===== src/rtl/core/swm_cell.sv =====
// ----------------------------------------------------------------------------
// swm_cell
// One cell of the maximum chain. Cell k holds the largest of the last k+1
// samples; on each beat it takes the larger of the new sample and the
// value of its left neighbor.
// ----------------------------------------------------------------------------
module swm_cell #(
   parameter int SAMPLE_BITS = 32
) (
   input  logic                          clock,
   input  logic                          load,
   input  logic signed [SAMPLE_BITS-1:0] sample,
   input  logic signed [SAMPLE_BITS-1:0] left_max,
   output logic signed [SAMPLE_BITS-1:0] cell_max
);

   logic signed [SAMPLE_BITS-1:0] max_ff;
   logic signed [SAMPLE_BITS-1:0] max_in;

   always_comb begin
      max_in = (sample > left_max) ? sample : left_max;
   end

   always_ff @(posedge clock) begin
      if (load) begin
         max_ff <= max_in;
      end
   end

   assign cell_max = max_ff;

endmodule


===== config.mk =====
export PLATFORM = sky130hd
export DESIGN_NAME = swm_cell
export DESIGN_NICKNAME = d
export VERILOG_FILES = /design/src/rtl/core/swm_cell.sv
export SDC_FILE = /design/constraint.sdc
export NUM_CORES = 1
export LEC_CHECK = 0
export BUFFER_PORTS_ARGS = -buffer_cell sky130_fd_sc_hd__buf_4
export CAP_MARGIN = 25
export CORE_AREA = 5 5 69 102
export CTS_BUF_LIST = sky130_fd_sc_hd__clkbuf_4 sky130_fd_sc_hd__clkbuf_8
export CTS_CLUSTER_SIZE = 12
export DETAILED_ROUTE_END_ITERATION = 8
export DIE_AREA = 0 0 74 107
export PLACE_DENSITY = 0.7
export SLEW_MARGIN = 20
export SYNTH_ARGS = -nofsm -noshare
export SYNTH_HDL_FRONTEND = slang
export SYNTH_SLANG_ARGS = --single-unit

===== constraint.sdc =====
create_clock -name clock -period 2.9 [get_ports clock]
set_input_delay 0.58 -clock clock [delete_from_list [all_inputs] [get_ports clock]]
set_output_delay 0.58 -clock clock [all_outputs]
set_load 0.01 [all_outputs]

==> impl_metrics.ini <==
[routing]
drtIter0Drc = 31
drtAntennaViolNets = 0
first_pass_iters = 4
routedWlPerCell_um = 14.5
drt_wl_total_um = 5390
drcViolationCount = 0
viasPerCell = 4.74
vias = 1759

[timing]
fin_worst_hold_slack_ns = 0.601
fin_crit_sh_pct = 96.0
finalCriticalPeriod_ns = 2.78
fmax_mhz = 359
hold_viol = 0
slew_violations = 0
tns_ns = 0
slew_headroom_pct = 71.8
setup_viol = 0
worstMarginPinSlew_ns = 0.422

[synth]
syn_area_sq_um = 2350
yosys_warnings = 0
postSynthCellCount = 180
syn_nets = 278
synth-seq-cells = 32
seq_area_frac_synth_pct = 40.9
synth_top_area_cell = edfxtp_1
synthTopCellsByArea = edfxtp_1 (41%), mux2_4 (19%), ha_1 (17%)
synth.top_cell.area_share_pct = 40.9
syn_area_per_cell_sq_um = 13.1
post_synth_num_cell_types = 26

[min_path]
min_to = cell_max[22]
min_path_type = primary input to flip-flop
min_from = left_max[22]
hold_depth = 2

[setup_path]
start_kind = primary input
crit_start = sample[30]
crit_slowest_cell = or3_1
crit_family = simple AND/OR/NAND/NOR gates
crit_path_max_incr_delay_ns = 0.38
cp_max_fo = 8
worstPathRequired_ns = 2.93
end_kind = flip-flop
path_class = primary input to flip-flop
cp_cell_sequence = buf_4, ha_1, nand4_4, nor4_4, nand4_2, or3_1, o2111ai_2, o221a_4, buf_12, mux2_2
cp.buffers_inverters = 2
crit_arrival_ns = 2.82

[cells_and_area]
layout_common_cells = buf_4 (109), edfxtp_1 (32), inv_1 (30), mux2_4 (30), ha_1 (27)
fin_util_pct = 56.6
n_antenna_cell = 0
final_area_sq_um = 3450
final_common_cell = buf_4
largest_reg_flops = 32
layout-drive-gt1-share_pct = 55.9
syn2layout_area_growth_pct = 46.8
fin_nets = 394
fillerInstances = 531

[global_routing]
grt_pass1_wl_um = 8100
grt_pass1_vias = 1807
grt_max_degree = 33
antenna_found_initial = 0
grt-ovfl-total = 0
grtUsageTotal_pct = 13.8

[pwr]
ir_worst_vdd_uv = 206
comb_power_share_pct = 34.9
clkPwrFrac_pct = 24.1
p_leak_nw = 1.73
powerDensity_nw_per_um2 = 418
p_sw_uw = 379
swShare_pct = 26.3
intPower_mw = 1.06
power_frac_seq_pct = 41.0

[die]
core_region_area_sq_um = 6090
rows = 35
ios = 98
initial_core_util_pct = 38.6
die_h_um = 107
dieArea_sq_um = 7920
chipWidth_um = 74

[clocking]
clock_sinks = 32
cts_tree = done
cts_max_level = 2
clkTransAtPathRegs_ns = 0.07
clockBufferDepth = 2
cts-buffers-inserted = 5
cts_root_buf = clkbuf_8

[status]
outcome = finished, final reports clean

[placed_design]
place.gp.congestion = 0.725
hpwlAfterDp_um = 4570
place_area_sq_um = 3330
port_buffers = 97

[flow_run]
cap_violations = 0
## repair_timing
action	4_1_cts	5_1_grt
gates resized for setup	0	2
hold buffers	0	0
setup endpoints to repair	0	7
setup buffers	0	1
## how the worst max path moves through the flow
stage              endpoint  slack (ns)  cells after the start
2_1_floorplan  cell_max[10]       -0.03                     10
3_3_place_gp    cell_max[0]       -0.18                     11
3_5_place_dp    cell_max[0]       -0.26                     11
4_1_cts         cell_max[0]        0.05                     11
5_1_grt         cell_max[0]      -0.004                     11
6_report        cell_max[0]        0.12                     10
## Yosys cell counts
cell / count
o221a_4: 1
buf_12: 3
nor2_1: 1
nand4_2: 2
a221oi_1: 2
edfxtp_1: 32
nand2_1: 9
a21o_1: 3
or2b_1: 1
o21ai_0: 2
a2111oi_4: 1
o2111ai_1: 1
ha_1: 32
nor3_1: 1
nor4_4: 1
mux2_2: 2
and2_0: 1
nand4_1: 3
a221o_1: 1
a21oi_1: 11
inv_1: 34
nand3_1: 3
nor4_1: 1
mux2_4: 30
or3_1: 1
o21a_1: 1
## per-stage QoR
step,total power [mW],std cells,setup slack (ns)
after CTS,1.45,370,0.0523
after global placement,1.09,362,-0.184
after detailed placement,1.10,362,-0.256
final,1.44,371,0.116
after floorplan,0.874,180,-0.0287
after global routing,1.52,371,-0.00378
## routing by layer
layer  wire length [um]  part of all wire (%)  GRT usage (%)  up-vias
li1                   -                     -              -      888
met3                398                   7.4           2.91        8
met1               1780                    33           12.3      809
met4                122                   2.3           6.35        0
met5                  0                     0              0        -
met2               3090                    57           27.5       54
## cells by family (layout without fill, tap and decap cells)
| family | count (synthesis) | count (layout) | share of synthesized area [%] |
|---|---|---|---|
| AO/OA/AOI/OAI | 23 | 23 | 7.61 |
| adder cells (fa/ha/maj) | 32 | 32 | 17.0 |
| buffers and inverters | 37 | 154 | 7.99 |
| flip-flops | 32 | 32 | 40.9 |
| multiplexers | 32 | 32 | 20.1 |
| AND/OR/NAND/NOR | 24 | 24 | 6.34 |
## power by group through the flow
stage	sequential (mW)	clock, mW	combinational (mW)
after detailed placement	0.602	0	0.502
after CTS	0.593	0.358	0.503
after global placement	0.600	0	0.492
after floorplan	0.629	0	0.245
after global routing	0.597	0.373	0.547
final	0.591	0.347	0.503
## area by class of cell
class	count	area [sq um]	area share, %
multi-input cells	111	1280	37.1
flip-flops and latches	32	961	27.9
repair buffers	112	878	25.5
inverters	34	150	4.35
well taps	74	92.6	2.69
clock buffers	7	83.8	2.43
clock inverters	1	3.75	0.109
(Power assumes the default switching activity.)
